==> src/rtl/assert_macros.svh <==
// Assertion macros shared by the cache RTL
`ifndef ASSERT_MACROS_SVH
`define ASSERT_MACROS_SVH

// checked only out of reset
`define SALC_ASSERT(lbl, clk, rst_n, prop) \
  lbl: assert property (@(posedge clk) disable iff (!rst_n) (prop)) \
    else $error("salc assertion failed");

// checked on every edge, reset included
`define SALC_ASSERT_ALL(lbl, clk, prop) \
  lbl: assert property (@(posedge clk) (prop)) \
    else $error("salc assertion failed");

`endif

==> src/rtl/salc_ram.sv <==
// Generic single-port-write, registered-read RAM
`default_nettype none
module salc_ram #(
  parameter int WIDTH = 8,
  parameter int DEPTH = 16
) (
  input  logic                                   clk,
  input  logic                                   we,
  input  logic [(DEPTH > 1 ? $clog2(DEPTH) : 1)-1:0] waddr,
  input  logic [WIDTH-1:0]                       wdata,
  input  logic                                   re,
  input  logic [(DEPTH > 1 ? $clog2(DEPTH) : 1)-1:0] raddr,
  output logic [WIDTH-1:0]                       rdata
);
  logic [WIDTH-1:0] mem [DEPTH];
  logic [WIDTH-1:0] rdata_r;

  always_ff @(posedge clk) begin
    if (we) begin
      mem[waddr] <= wdata;
    end
    if (re) begin
      rdata_r <= mem[raddr];
    end
  end

  assign rdata = rdata_r;
endmodule
`default_nettype wire

==> config.mk <==
export PLATFORM = sky130hd
export DESIGN_NAME = salc_ram
export DESIGN_NICKNAME = d
export VERILOG_FILES = /design/src/rtl/assert_macros.svh /design/src/rtl/salc_ram.sv
export SDC_FILE = /design/constraint.sdc
export NUM_CORES = 1
export LEC_CHECK = 0
export ABC_CLOCK_PERIOD_IN_PS = 2000
export BUFFER_PORTS_ARGS = -buffer_cell sky130_fd_sc_hd__buf_4
export CAP_MARGIN = 20
export CORE_UTILIZATION = 55
export CTS_BUF_LIST = sky130_fd_sc_hd__clkbuf_4 sky130_fd_sc_hd__clkbuf_8
export DETAILED_ROUTE_END_ITERATION = 10
export GPL_TIMING_DRIVEN = 0
export PLACE_DENSITY = 0.83
export SYNTH_ARGS = -nofsm -noshare
export SYNTH_HDL_FRONTEND = slang
export SYNTH_SLANG_ARGS = --single-unit
export TNS_END_PERCENT = 100
==> constraint.sdc <==
create_clock -name clk -period 2 [get_ports clk]
set_clock_uncertainty 0.05 [all_clocks]
set_input_delay 0.3 -clock clk [delete_from_list [all_inputs] [get_ports clk]]
set_output_delay 0.3 -clock clk [all_outputs]
set_load 0.02 [all_outputs]
==> results of run 1 <==
## per-stage QoR
stage | cell area [sq um] | setup WS (ns) | setup TNS [ns]
floorplan | 5230 | 0.157 | 0
global placement | 5580 | -0.350 | -3.60
detailed placement | 5590 | -0.139 | -1.92
CTS | 5980 | 0.305 | 0
global route | 5980 | 0.278 | 0
finish | 5980 | 0.332 | 0
## metal layers
metal / GRT usage (%) / vias to the layer above
li1: - / 1077
met1: 30.8 / 1286
met2: 34.3 / 113
met3: 6.82 / 15
met4: 6.90 / 0
met5: 0 / -
## area by class of cell
cell class,instances,share of cell area (%)
Buffer,10,1.44
Timing Repair Buffer,29,3.47
Clock inverter,15,2.55
Sequential cell,136,68.3
Clock buffer,17,3.91
Tap cell,129,2.70
Multi-Input combinational cell,83,17.7
## cell usage in the layout, fill, tap and decap left out, types with 2 or more instances in the layout
| master | instances |
|---|---|
| nand3b_1 | 2 |
| mux4_2 | 18 |
| buf_4 | 26 |
| clkdlybuf4s25_2 | 3 |
| clkbuf_8 | 17 |
| nor3_1 | 4 |
| clkinvlp_4 | 7 |
| edfxtp_1 | 136 |
| buf_6 | 3 |
| nand2_1 | 9 |
| nor2_1 | 13 |
| bufinv_16 | 2 |
| inv_6 | 2 |
| buf_2 | 7 |
| clkinv_2 | 2 |
| mux4_1 | 14 |
| nand2b_1 | 2 |
| a22oi_1 | 16 |
## flip-flops by register name (all words and copies together), names as in the netlist
| name | count |
|---|---|
| rdata | 8 |
| mem | 128 |
## final timing paths
path / slack [ns] / cells after the start / to
worst max-delay path: 0.33 / 3 / rdata[0]
worst max register to register: 0.33 / 3 / rdata[0]
worst min register to register: 0.72 / 3 / rdata[2]
worst min-delay path: 0.08 / 1 / rdata[7]
## power by group through the flow
stage | clock [uW] | sequential [uW] | combinational [uW]
2_1_floorplan | 0 | 3300 | 162
3_3_place_gp | 0 | 3280 | 319
3_5_place_dp | 0 | 3290 | 333
4_1_cts | 2170 | 3220 | 334
5_1_grt | 2300 | 3230 | 356
6_report | 2160 | 3220 | 331
## logic make-up after synthesis
kind of cell | Yosys count | synth area share, %
buf+inv | 10 | 1.65
flops | 136 | 78.1
mux | 32 | 14.8
simple gates | 35 | 3.14
compound gates | 16 | 2.30
==> summary.md, run 1 <==
| Metric | Value |
|---|---|
| Met3 wire length | `725 um` |
| Dominant cells by area after synthesis | `edfxtp_1 78%, mux4_2 7.8%, mux4_1 7.0%` |
| Synth top area share | `78.1%` |
| Vias in the first global route | `2478` |
| Avg WL per Cell | `23.2 um` |
| FP Rows | `35` |
| Comb power frac | `5.8%` |
| I/O pin cnt | `27` |
| Die area | `9900 sq um` |
| Htree depth | `4` |
| Routed wire length | `9720 um` |
| Hold-fix buffers, CTS | `0` |
| Hold_sp | `re` |
| Distinct cells, synth | `18` |
| Number of buffers created by CTS | `17` |
| Congestion Overflow GR | `0` |
| Post-DP HPWL | `6330 um` |
| Drt drc | `0` |
| Sequential fraction of the synthesis area | `78.1%` |
| Post-DRT Antenna Nets | `0` |
| Layout Nets | `296` |
| Post-layout util | `64.8%` |
| Hold WC Path Type | `in -> reg` |
| Fillers | `583` |
| Clk network pwr share | `37.8%` |
| Mapped Area | `5230 sq um` |
| First-pass GRT wire length | `14700 um` |
| First drt pass iteration count | `5` |
| Cells after DPL | `386` |
| EDFF count, synth | `136` |
| Cts repair resizes | `0` |
| CP startpoint kind | `flop` |
| Max Cap Viol | `0` |
| Synth Area per Inst | `22.8 sq um` |
| Top_reg_cell synth | `edfxtp_1` |
| Vias | `2491` |
| Pin count of the biggest net entering global routing | `17` |
| CTS clk-pin slew, worst paths | `0.07 ns` |
| Post-synth top cells | `136 x edfxtp_1, 18 x mux4_2, 16 x a22oi_1` |
| Routability cong. | `0.748` |
| Syn-to-layout area delta | `14.5%` |
| PD cells | `955 nW/um^2` |
| FF+latch count, synth | `136` |
| VDD IR max | `550 uV` |
| Post-layout min period | `1.67 ns` |
| Worst-margin pin slew | `0.834 ns` |
| P_int | `4450 uW` |
| Crit Path Max Fanout | `1` |
| Port-buffer cells | `25` |
| CP endpoint kind | `flop` |
| # setup viols final | `0` |
| CP delay by family, top | `multiplexers` |
| Die X | `99.5 um` |
| Critical-path top delay cell | `mux4_1` |
| Routed wl met2 | `4930 um` |
| Clk_lat worst skew | `0.44 ns` |
| Max-slew violation count | `0` |
| Via-per-instance ratio | `5.95` |
| Critical Path AT | `1.80 ns` |
| Synth warn | `0` |
| Root buffer cell | `clkbuf_8` |
| Ys async rst share | `0%` |
| Crit path from | `mem[5][0]` |
| WP data required | `2.13 ns` |
| Fin. Hold Viols | `0` |
| Iter 0 DRT Violations | `292` |
| Final Total Pwr | `5710 uW` |
| Register area | `4080 sq um` |
| CTS tree | `built` |
| Hold_ws | `0.0798 ns` |
| Largest area contributor in the netlist | `edfxtp_1` |
| Critical R2R Launch | `mem[5][0]` |
| Worst stage delay on the critical path | `0.59 ns` |
| Share of layout cells above drive strength 1 | `30.7%` |
| Slew HR | `44.2%` |
| Die Y | `99.5 um` |
| Max Clk Rate | `600 MHz` |
| Leak | `0.00197 uW` |
| # diodes | `0` |
| Initial antenna violation count | `0` |
| Crit-path cells | `mux4_1, a22oi_1, nand2_1` |
| Most frequently used cell type in the post-synthesis netlist | `edfxtp_1` |
| Crit share post-route | `83.4%` |
| Clk sinks | `136` |
| Reg power frac | `56.4%` |
| Buf+Inv Stages, Crit Path | `0` |
| Post-Syn Instances | `229` |
| Finished Layout Cells | `419` |
| Placeable core area | `9240 sq um` |
| Starting Density | `56.6%` |
| Area of the multi-input gates | `1060 sq um` |
| Crit path kind | `reg -> reg` |
| Net Sw Frac | `22.1%` |
| Met1 WL | `3950 um` |
| RSZ-0062 raised after global routing | `false` |
| Post-Syn Nets | `248` |
| Status | `completed` |
| Top sig layer | `met4` |
| GRT Total Usage | `22.1%` |
| Clk buf depth | `2` |
| Setup bufs post-CTS | `0` |
| NetSw | `1260 uW` |
Note: power is estimated with default switching activity, not from simulation.
==> run 2: changes to the inputs <==
- ABC_CLOCK_PERIOD_IN_PS: 2000 -> 1400
- PLACE_DENSITY: 0.83 -> 0.86
- clock period: 2 -> 1.4 ns (I/O delays scaled with it)
==> run 2 against run 1 <==
The run now ends with negative setup slack left. First-iteration DRC count grew 7.5%. Routed wire length shrank 1.8%. Sequential share of layout area shrank 1.0 points. Fmax grew 12%. Critical endpoint is now rdata[4]. Highest routed layer unchanged.
==> summary.md, run 2 (same netlist as run 1, synthesis figures left out) <==
| Metric | Value |
|---|---|
| Final Total Pwr | `8650 uW` |
| Vias in the first global route | `2494` |
| Clk sinks | `136` |
| Post-DP HPWL | `6090 um` |
| GRT Total Usage | `21.5%` |
| Hold WC Path Type | `in -> reg` |
| Hold_sp | `wdata[0]` |
| Initial antenna violation count | `0` |
| Pin count of the biggest net entering global routing | `17` |
| I/O pin cnt | `27` |
| Setup WS post-layout | `-0.0923 ns` |
| Post-DRT Antenna Nets | `0` |
| R2r worst-path depth | `3` |
| Htree depth | `4` |
| Congestion Overflow GR | `0` |
| Via-per-instance ratio | `5.89` |
| Drt drc | `0` |
| Fin. Hold Viols | `0` |
| Die X | `99.5 um` |
| Starting Density | `56.6%` |
| Clk_lat worst skew | `0.42 ns` |
| VDD IR max | `925 uV` |
| Post-layout min period | `1.49 ns` |
| Leak | `0.00196 uW` |
| Largest register FFs | `128` |
| Met1 Use GR | `29.7%` |
| Die area | `9900 sq um` |
| Routed wire length | `9540 um` |
| First-pass GRT wire length | `14400 um` |
| Crit-path cells | `mux4_2, a22oi_1, nand2_1` |
| Status | `finished, violations left` |
| FP Rows | `35` |
| WHS Path Cells | `1` |
| Share of layout cells above drive strength 1 | `38.0%` |
| Routability cong. | `0.715` |
| Placeable core area | `9240 sq um` |
| RSZ-0062 raised after global routing | `true` |
| Worst-margin pin slew | `0.808 ns` |
| Met3 Use GR | `6.04%` |
| Fillers | `576` |
| Avg WL per Cell | `22.9 um` |
| Slew HR | `46.0%` |
| # setup viols final | `8` |
| Clk buf depth | `2` |
| GR Layer Usage met2 | `33.1%` |
| PD cells | `1420 nW/um^2` |
| Vias | `2450` |
| Area of the multi-input gates | `1070 sq um` |
| Root buffer cell | `clkbuf_8` |
| Crit path kind | `reg -> reg` |
| Iter 0 DRT Violations | `314` |
| Max-slew violation count | `0` |
| CP startpoint kind | `flop` |
| Crit Path Max Fanout | `1` |
| Buf+Inv Stages, Crit Path | `0` |
| Critical-path top delay cell | `mux4_2` |
| Crit share post-route | `107%` |
| Max Clk Rate | `670 MHz` |
| Most common cell after layout, fill and taps aside | `edfxtp_1` |
| Hold Path End | `mem[3][0]` |
| Max Cap Viol | `0` |
| CP delay by family, top | `multiplexers` |
| CTS clk-pin slew, worst paths | `0.07 ns` |
| R2R Setup Slk | `-0.09 ns` |
| Layout Nets | `293` |
| CTS tree | `built` |
| Worst R2R End | `rdata[4]` |
| Critical Path AT | `1.61 ns` |
| # diodes | `0` |
| WP data required | `1.52 ns` |
| Register area | `4080 sq um` |
| Hold_ws | `0.0542 ns` |
| GRT Max-Usage Layer | `met2` |
| CP endpoint kind | `flop` |
| Syn-to-layout area delta | `16.2%` |
| Failing checks | `negative setup slack` |
| Port-buffer cells | `25` |
| Number of buffers created by CTS | `17` |
| Worst stage delay on the critical path | `0.51 ns` |
| First drt pass iteration count | `5` |
| Commonest non-fill, non-tap cells in the layout | `136 x edfxtp_1, 32 x mux4_2, 25 x buf_4` |
| Critical R2R Launch | `mem[6][4]` |
| Biggest register | `mem` |
| Die Y | `99.5 um` |
## run 2: final cells by class
type	instances	area share [%]
repair buffers	26	3.26
multi-input cells	83	17.6
plain buffers	10	1.98
clock inverters	11	2.93
flip-flops and latches	136	67.2
well taps	129	2.66
clock buffers	21	4.35
## run 2: power by group
part | internal, uW | leakage (uW) | switching [uW]
combinational | 226 | 0.000507 | 284
sequential | 4580 | 0.00124 | 22.6
clock | 2170 | 0.000222 | 1360
total | 6980 | 0.00196 | 1670
## run 2: per-stage QoR
stage	utilization, %	TNS, ns	area, sq um	instances	worst slack [ns]
2_1_floorplan	-	-4.37	5230	229	-0.126
3_3_place_gp	60.4	-36.73	5580	383	-0.492
3_5_place_dp	60.4	-42.37	5580	383	-0.510
4_1_cts	65.7	-0.551	6070	416	-0.0989
5_1_grt	65.7	-0.754	6070	416	-0.123
6_report	65.7	-0.478	6070	416	-0.0923
## run 2: metal layers
layer / vias up / wire, um
li1: 1056 / -
met5: - / 0
met4: 0 / 116
met1: 1260 / 3810
met2: 122 / 4890
met3: 12 / 722
## run 2: worst register-to-register path, cell delays in order, from the launching register on
cell      delay (ns)
edfxtp_1        0.37
mux4_2          0.51
a22oi_1         0.20
nand2_1         0.10
## run 2: worst max-delay path by stage
| stage | start | endpoint | slack (ns) | cells after the start |
|---|---|---|---|---|
| after floorplan | waddr[2] | mem[3][0] | -0.13 | 2 |
| after global placement | waddr[2] | mem[1][7] | -0.49 | 3 |
| after detailed placement | waddr[2] | mem[2][1] | -0.51 | 3 |
| after CTS | mem[3][0] | rdata[0] | -0.1 | 3 |
| after global routing | mem[4][1] | rdata[1] | -0.12 | 3 |
| final | mem[6][4] | rdata[4] | -0.09 | 3 |
## run 2: timing repair
| item | in CTS | in global routing |
|---|---|---|
| hold endpoints to repair | 8 | 0 |
| pin swaps | 2 | 2 |
| setup buffers | 0 | 0 |
| hold buffers | 1 | 0 |
| resized for setup | 12 | 0 |
| setup endpoints to repair | 48 | 8 |
