<file path="config.mk">
export PLATFORM = sky130hd
export DESIGN_NAME = salc_pick
export DESIGN_NICKNAME = d
export VERILOG_FILES = /design/src/rtl/assert_macros.svh /design/src/rtl/salc_pkg.sv /design/src/rtl/salc_pick.sv
export SDC_FILE = /design/constraint.sdc
export NUM_CORES = 1
export LEC_CHECK = 0
export BUFFER_PORTS_ARGS = -buffer_cell sky130_fd_sc_hd__buf_2
export CORE_UTILIZATION = 45
export DETAILED_ROUTE_END_ITERATION = 8
export PLACE_DENSITY = 0.75
export SLEW_MARGIN = 20
export SYNTH_ARGS = -nofsm -noshare
export SYNTH_HDL_FRONTEND = slang
export SYNTH_SLANG_ARGS = --single-unit
</file>
<file path="constraint.sdc">
create_clock -name vclk -period 3.12
set_input_delay 0.156 -clock vclk [all_inputs]
set_output_delay 0.156 -clock vclk [all_outputs]
set_load 0.02 [all_outputs]
</file>
<file path="src/rtl/assert_macros.svh">
// Assertion macros shared by the cache RTL
`ifndef ASSERT_MACROS_SVH
`define ASSERT_MACROS_SVH

// checked only out of reset
`define SALC_ASSERT(lbl, clk, rst_n, prop) \
  lbl: assert property (@(posedge clk) disable iff (!rst_n) (prop)) \
    else $error("salc assertion failed");

// checked on every edge, reset included
`define SALC_ASSERT_ALL(lbl, clk, prop) \
  lbl: assert property (@(posedge clk) (prop)) \
    else $error("salc assertion failed");

`endif

</file>
<file path="src/rtl/salc_pkg.sv">
// Shared types and constants of the set-associative LRU cache model
`default_nettype none
package salc_pkg;

  localparam int MAX_SET_BITS_D = 6;
  localparam int MAX_WAYS_D     = 8;
  localparam int TAG_WIDTH_D    = 32;
  localparam int ADDR_WIDTH_D   = 64;

  localparam int KIND_W       = 2;
  localparam int OUTCOME_W    = 2;
  localparam int WAY_OUT_W    = 3;
  localparam int COUNT_W      = 32;
  localparam int AGE_W        = 32;
  localparam int SET_BITS_W   = 3;
  localparam int WAYS_W       = 4;
  localparam int BLOCK_BITS_W = 6;
  localparam int CFG_IDX_W    = 2;
  localparam int CFG_DATA_W   = 6;
  // way index wide enough for the largest supported way count
  localparam int MAX_WAY_IDX_W = 5;

  localparam logic [SET_BITS_W-1:0]   SET_BITS_RST   = 3'd4;
  localparam logic [WAYS_W-1:0]       WAYS_RST       = 4'd1;
  localparam logic [BLOCK_BITS_W-1:0] BLOCK_BITS_RST = 6'd4;

  typedef enum logic [KIND_W-1:0] {
    KIND_LOAD   = 2'd0,
    KIND_STORE  = 2'd1,
    KIND_MODIFY = 2'd2,
    KIND_NONE   = 2'd3
  } kind_t;

  typedef enum logic [OUTCOME_W-1:0] {
    OUT_HIT   = 2'd0,
    OUT_FILL  = 2'd1,
    OUT_EVICT = 2'd2
  } outcome_t;

  typedef enum logic [CFG_IDX_W-1:0] {
    CFG_SET_BITS   = 2'd0,
    CFG_WAYS       = 2'd1,
    CFG_BLOCK_BITS = 2'd2
  } cfg_reg_t;

  typedef struct packed {
    outcome_t                   outcome;
    logic [MAX_WAY_IDX_W-1:0]   way;
  } pick_t;

endpackage
`default_nettype wire

</file>
<file path="src/rtl/salc_pick.sv">
// Way selection for one set: hit search, first empty way, LRU victim
`default_nettype none
module salc_pick #(
  parameter int MAX_WAYS  = salc_pkg::MAX_WAYS_D,
  parameter int TAG_WIDTH = salc_pkg::TAG_WIDTH_D
) (
  input  logic [MAX_WAYS-1:0]                         valid,
  input  logic [MAX_WAYS-1:0][TAG_WIDTH-1:0]          tags,
  input  logic [MAX_WAYS-1:0][salc_pkg::AGE_W-1:0]    ages,
  input  logic [TAG_WIDTH-1:0]                        tag,
  input  logic [$clog2(MAX_WAYS+1)-1:0]               ways,
  output salc_pkg::pick_t                             pick
);
  import salc_pkg::*;

  localparam int WCNT_W = $clog2(MAX_WAYS + 1);

  logic [MAX_WAYS-1:0]      in_use;
  logic [MAX_WAYS-1:0]      hit_vec;
  logic [MAX_WAYS-1:0]      inv_vec;
  logic [MAX_WAYS-1:0]      old_vec;
  logic [MAX_WAY_IDX_W-1:0] hit_way;
  logic [MAX_WAY_IDX_W-1:0] inv_way;
  logic [MAX_WAY_IDX_W-1:0] old_way;

  // compare matrix: a way is the victim if it is strictly older than every
  // lower way and no newer than every higher way
  always_comb begin
    for (int w = 0; w < MAX_WAYS; w++) begin
      in_use[w]  = WCNT_W'(w) < ways;
      hit_vec[w] = in_use[w] && valid[w] && (tags[w] == tag);
      inv_vec[w] = in_use[w] && !valid[w];
    end
    for (int w = 0; w < MAX_WAYS; w++) begin
      old_vec[w] = in_use[w];
      for (int j = 0; j < MAX_WAYS; j++) begin
        if (j < w && in_use[j] && !(ages[w] < ages[j])) begin
          old_vec[w] = 1'b0;
        end
        if (j > w && in_use[j] && !(ages[w] <= ages[j])) begin
          old_vec[w] = 1'b0;
        end
      end
    end
  end

  always_comb begin
    hit_way = '0;
    inv_way = '0;
    old_way = '0;
    for (int w = MAX_WAYS - 1; w >= 0; w--) begin
      if (hit_vec[w]) hit_way = MAX_WAY_IDX_W'(w);
      if (inv_vec[w]) inv_way = MAX_WAY_IDX_W'(w);
      if (old_vec[w]) old_way = MAX_WAY_IDX_W'(w);
    end
  end

  always_comb begin
    priority if (|hit_vec) begin
      pick.outcome = OUT_HIT;
      pick.way     = hit_way;
    end else if (|inv_vec) begin
      pick.outcome = OUT_FILL;
      pick.way     = inv_way;
    end else begin
      pick.outcome = OUT_EVICT;
      pick.way     = old_way;
    end
  end
endmodule
`default_nettype wire

</file>
==> impl_results.md, run 1 <==
* Outcome: finished, violations left
* Failing checks: negative setup slack
* Die Y at 232 um
* P&R area growth vs syn at 45.7%
* # Max-Cap Violations at 0
* Die X at approximately 230 um
* Clock buffers at 0
* Die Area at 0.0540 sq mm
* Combinational power share at between 90% and 100%
* Rows at 84
* Initial Util at 45.5%
* I/O pin total at 563
* Period utilization at 125%
* Port bufs at 561
* Synth area leader: ha_1
* Xor and xnor area share after synthesis at 9.39%
* DRT Wirelength at about 140 mm
* Initial antenna violation count at 22
* Post-synth top cells: ha_1 (896), a21oi_1 (354), inv_1 (290)
* Post-synthesis mux area share at 0%
* CORE AREA at 0.0524 sq mm
* Count leader, synth: ha_1
* RSZ-0062 raised after global routing: yes
* Synth Area in Adders at 47.0%
* Layout cell share with drive strength beyond 1 at 34.6%
* Min Tclk post-route at just under 4000 ps
* Synth Area in Compound Gates at 19.8%
* Mapped Cells at 3,082
* Largest net degree at the start of global routing at 9
* Critical path fanouts, max at 3
* Sw Pwr at 3.11 mW
* Clock share of power at 0%
* Crit end category: output pin
* Hold buffers post-CTS at 0
* FFs & Latches at 0
* Peak VDD IR at 0.000112 V
* Layout Nets at 5,868
* Vias per Instance at between 6 and 7
* Reg area at 0 sq um
* Final Wtd Congestion at 1.14
* Static leakage at 18.6 nW
* Setup_tns at -1730 ps
* Hold Crit Class: in2out
* Flop pwr share at 0%
* Slew HR at 33.0%
* Final Power at 5.53 mW
* Worst-margin pin slew at 1000 ps
* Netlist cell types at between 70 and 80
* Worst EP required at 2960 ps
* Mapped Avg Cell Area at 7.75 sq um
* GRT overflow at 0
* Synth area leaders: ha_1 (47%), xor2_1 (9.0%), a21oi_1 (7.4%)
* Post-synth top area share at 47.0%
* Vias in the first global route at 30,600
* Cell Int Power at 2.42 mW
* DRC at 0
* Switching Share at 56.3%
* Synth Area in Simple Gates at 18.6%
* Register area share after synthesis at 0%
* FMAX at between 0.2 and 0.3 GHz
* Total number of vias at between 30,000 and 40,000
* Core Util, Final at between 60% and 70%
* Warnings, synthesis at 0
* Setup violators final at 3
* ANT nets after route at 0
* Synthesized area at 0.0239 sq mm
* Final Hold Vio Count at 0
* Crit start category: input pin
* Pwr Density at 159 mW/mm^2
* GR Util All Layers at 48.8%
* Arrival @ worst endpoint at between 3000 and 4000 ps
* First-pass GRT wire length at 193 mm
* DP Worst Slack at -1080 ps
* Initial DRC Count at ~3,500
* Largest family of logic cells by synthesized area: adder cells
* Crit path kind: in2out
* Setup slack after layout at -778 ps
* Detail Placement HPWL at 117 mm
* First drt pass iteration count at 6
* Slew Viols, Final at 0
* Drt wl/cell at 26.7 um
## worst max-delay path, cell delays in order
cell	delay, ps
buf_8	110
inv_6	60
ha_4	190
nor2b_4	120
o211ai_1	780
a21oi_1	170
a211oi_2	400
o21ai_2	190
a2111oi_4	480
nor4b_4	110
or4b_4	580
o31ai_4	240
buf_6	160
## kinds of logic (layout without fill, tap and decap cells)
| group | Yosys count | count (layout) |
|---|---|---|
| AOI/OAI and AO/OA | 765 | 765 |
| xor gates and xnor gates | 256 | 256 |
| adders and majority gates | 896 | 896 |
| buffers and inverters | 327 | 1658 |
| other | 1 | 22 |
| and+or+nand+nor | 837 | 837 |
## path summary, 6_finish.rpt
check / start / end / slack (ps) / cells after the start
hold / removal: valid[5] / pick[5] / 960 / 5
setup / recovery: ages[65] / pick[2] / -780 / 13
## cell type report
| type | instances | area (sq um) |
|---|---|---|
| multi-input combinational | 2756 | 23600 |
| inverter | 290 | 1120 |
| timing repair buffer | 1368 | 9140 |
| tap | 688 | 861 |
| fill | 4499 | 17700 |
| antenna | 20 | 50.0 |
## power groups by stage
stage / Clock [mW] / Combinational (mW) / Sequential [mW]
final: 0.000000683 / 5.53 / 0
after floorplan: 0 / 2.33 / 0
after global routing: 0.000000303 / 5.90 / 0
after CTS: 0 / 5.22 / 0
after global placement: 0 / 4.87 / 0
after detailed placement: 0 / 4.98 / 0
## repair_timing
action,4_1_cts,5_1_grt
setup endpoints to repair,3,3
pin swaps,96,15
setup buffers,28,2
gates resized for setup,201,24
## stage by stage
| step | hold WS [ps] | cells | cell area [sq um] |
|---|---|---|---|
| after floorplan | 631 | 3083 | 23900 |
| after global placement | 952 | 5074 | 33400 |
| after detailed placement | 968 | 5074 | 33400 |
| after CTS | 967 | 5100 | 34600 |
| after global routing | 1020 | 5109 | 34800 |
| final | 963 | 5122 | 34800 |
## metal layers
layer  wire length (um)  vias up  track usage, %
met5                140        -           0.827
met1              49600    14700            56.7
met3              17800      683            15.7
met2              54700     2254            72.3
li1                   -    14500               -
met4              14400       14            41.1
## cell usage in the layout (no fill, tap or decap), drive strengths merged, types with 20 or more instances in the layout
cell type	count
a21o	60
nor2	90
o21ai	123
diode	20
ha	896
nand3	97
nand4	168
nor2b	26
and4	27
inv	283
xor2	246
nor3	45
a221oi	27
nor4	102
nand2	216
a211oi	24
o211ai	33
buf	1368
a21oi	355
Note: power is estimated with default switching activity, not from simulation.
==> run 2: changes to the inputs <==
--- a/config.mk
+++ b/config.mk
@@ -8,8 +8,10 @@
 export BUFFER_PORTS_ARGS = -buffer_cell sky130_fd_sc_hd__buf_2
 export CORE_UTILIZATION = 45
 export DETAILED_ROUTE_END_ITERATION = 8
+export GPL_TIMING_DRIVEN = 0
 export PLACE_DENSITY = 0.75
 export SLEW_MARGIN = 20
 export SYNTH_ARGS = -nofsm -noshare
 export SYNTH_HDL_FRONTEND = slang
 export SYNTH_SLANG_ARGS = --single-unit
+export TNS_END_PERCENT = 1
==> impl_results.md, run 2 (synthesis results as in run 1) <==
* Initial DRC Count at between 3,000 and 4,000
* Hold buffers post-CTS at 0
* Drt wl/cell at 27.5 um
* Placed cell areas at 0.0274 sq mm
* First drt pass iteration count at 8
* Layout Nets at 5,222
* Critical path fanouts, max at 5
* Arrival @ worst endpoint at 3590 ps
* Die Area at 0.0540 sq mm
* GRT overflow at 0
* Worst EP required at 2960 ps
* Port bufs at 527
* Final Wtd Congestion at approximately 1.1
* FFs & Latches at 0
* DRC at 0
* Hold path start: valid[0]
* First-pass GRT wire length at 173 mm
* Worst setup startpoint: ages[60]
* Commonest non-fill, non-tap cell in the layout: ha_1
* Rows at 84
* Most frequent cells in the layout: ha_1 (849), buf_2 (494), a21oi_1 (338)
* Reg area at 0 sq um
* Slew HR at about a fifth
* RSZ-0062 raised after global routing: yes
* Die Y at around 230 um
* Crit end category: output pin
* FMAX at 0.267 GHz
* Failing checks: negative setup slack
* Placed cells at 4,300
* CORE AREA at ~0.052 sq mm
* Hold Crit Class: in2out
* Final Hold Vio Count at 0
* Period utilization at 120%
* Initial Util at 45.5%
* # Max-Cap Violations at 0
* CP Cell Sequence: buf_8 -> clkinvlp_4 -> ha_4 -> buf_4 -> a21oi_1 -> a21boi_1 -> o311ai_2 -> o211ai_1 -> nor4_4 -> a2111oi_4 -> and4_4 -> or4b_4 -> o31ai_4 -> buf_6
* ANT nets after route at 0
* Layout cell share with drive strength beyond 1 at 25.7%
* Worst-margin pin slew at 1190 ps
* Clock buffers at 0
* Finished Layout Cells at 4,471
* Detail Placement HPWL at 101 mm
* Vias in the first global route at ~27,000
* Critical-path top delay cell: or4b_4
* Buf+Inv Stages, Crit Path at 4
* Total number of vias at 29,100
* Worst path top cell family by delay: compound AO/OA/AOI/OAI gates
* I/O pin total at 563
* Crit start category: input pin
* Largest net degree at the start of global routing at 11
* Vias per Instance at ~6.5
* Min Tclk post-route at 3740 ps
* Fin area at 0.0309 sq mm
* P&R area growth vs syn at 29.5%
* Crit path kind: in2out
* DRT Wirelength at 123 mm
* Initial antenna violation count at 23
* GR Util All Layers at 43.5%
* Die X at 232 um
* Slew Viols, Final at 0
* Outcome: finished, violations left
* Hold path depth at 6
* Setup slack after layout at -624 ps
* Setup violators final at 3
* Slowest cell delay on critical path at 550 ps
* Worst Hold End: pick[0]
==> run 2: cell types whose count changed in the layout (fill, tap and decap cells not counted), moves of 10 or more <==
cell	before	now
inv_2	25	13
inv_1	257	231
o21ai_2	4	14
clkinvlp_4	7	46
buf_4	797	164
clkbuf_1	0	32
buf_2	541	494
nor4_4	4	23
ha_1	863	849
o21ai_0	108	90
ha_4	33	47
nor4_1	90	70
==> run 2: metrics by stage <==
| stage | hold WS [ps] | util, % | setup TNS [ps] | setup WS (ps) |
|---|---|---|---|---|
| floorplan | 631 | - | 0 | 63.6 |
| global route | 956 | 58.9 | -1800 | -601 |
| finish | 915 | 59.0 | -1520 | -624 |
| global placement | 939 | 52.2 | -6680 | -1490 |
| CTS | 916 | 57.4 | -884 | -299 |
| detailed placement | 943 | 52.3 | -3070 | -1190 |
==> run 2: worst max-delay path by stage <==
stage / end / depth (start not counted)
floorplan: pick[2] / 11
global placement: pick[1] / 11
detailed placement: pick[2] / 12
CTS: pick[0] / 13
global route: pick[2] / 14
finish: pick[2] / 14
==> run 2: cell type report <==
cell class | count | area (sq um)
Fill cell | 4746 | 21500
Tap cell | 688 | 861
Inverter | 290 | 1260
Antenna cell | 15 | 37.5
Multi-Input combinational cell | 2756 | 24500
Timing Repair Buffer | 685 | 4100
Buffer | 37 | 150
==> run 2: what timing repair did <==
action,in CTS,in global routing
setup endpoints to repair,4,5
gates cloned,0,0
setup buffers,124,32
endpoints found under the hold margin,0,0
pin swaps,106,65
resized for setup,328,86
==> run 2: per-layer routing <==
layer	GRT usage [%]	up-vias	routed length, um
met5	0.827	-	157
met4	31.9	16	11000
met3	11.8	497	16800
met2	63.0	2103	49200
met1	54.7	13300	45900
li1	-	13200	-
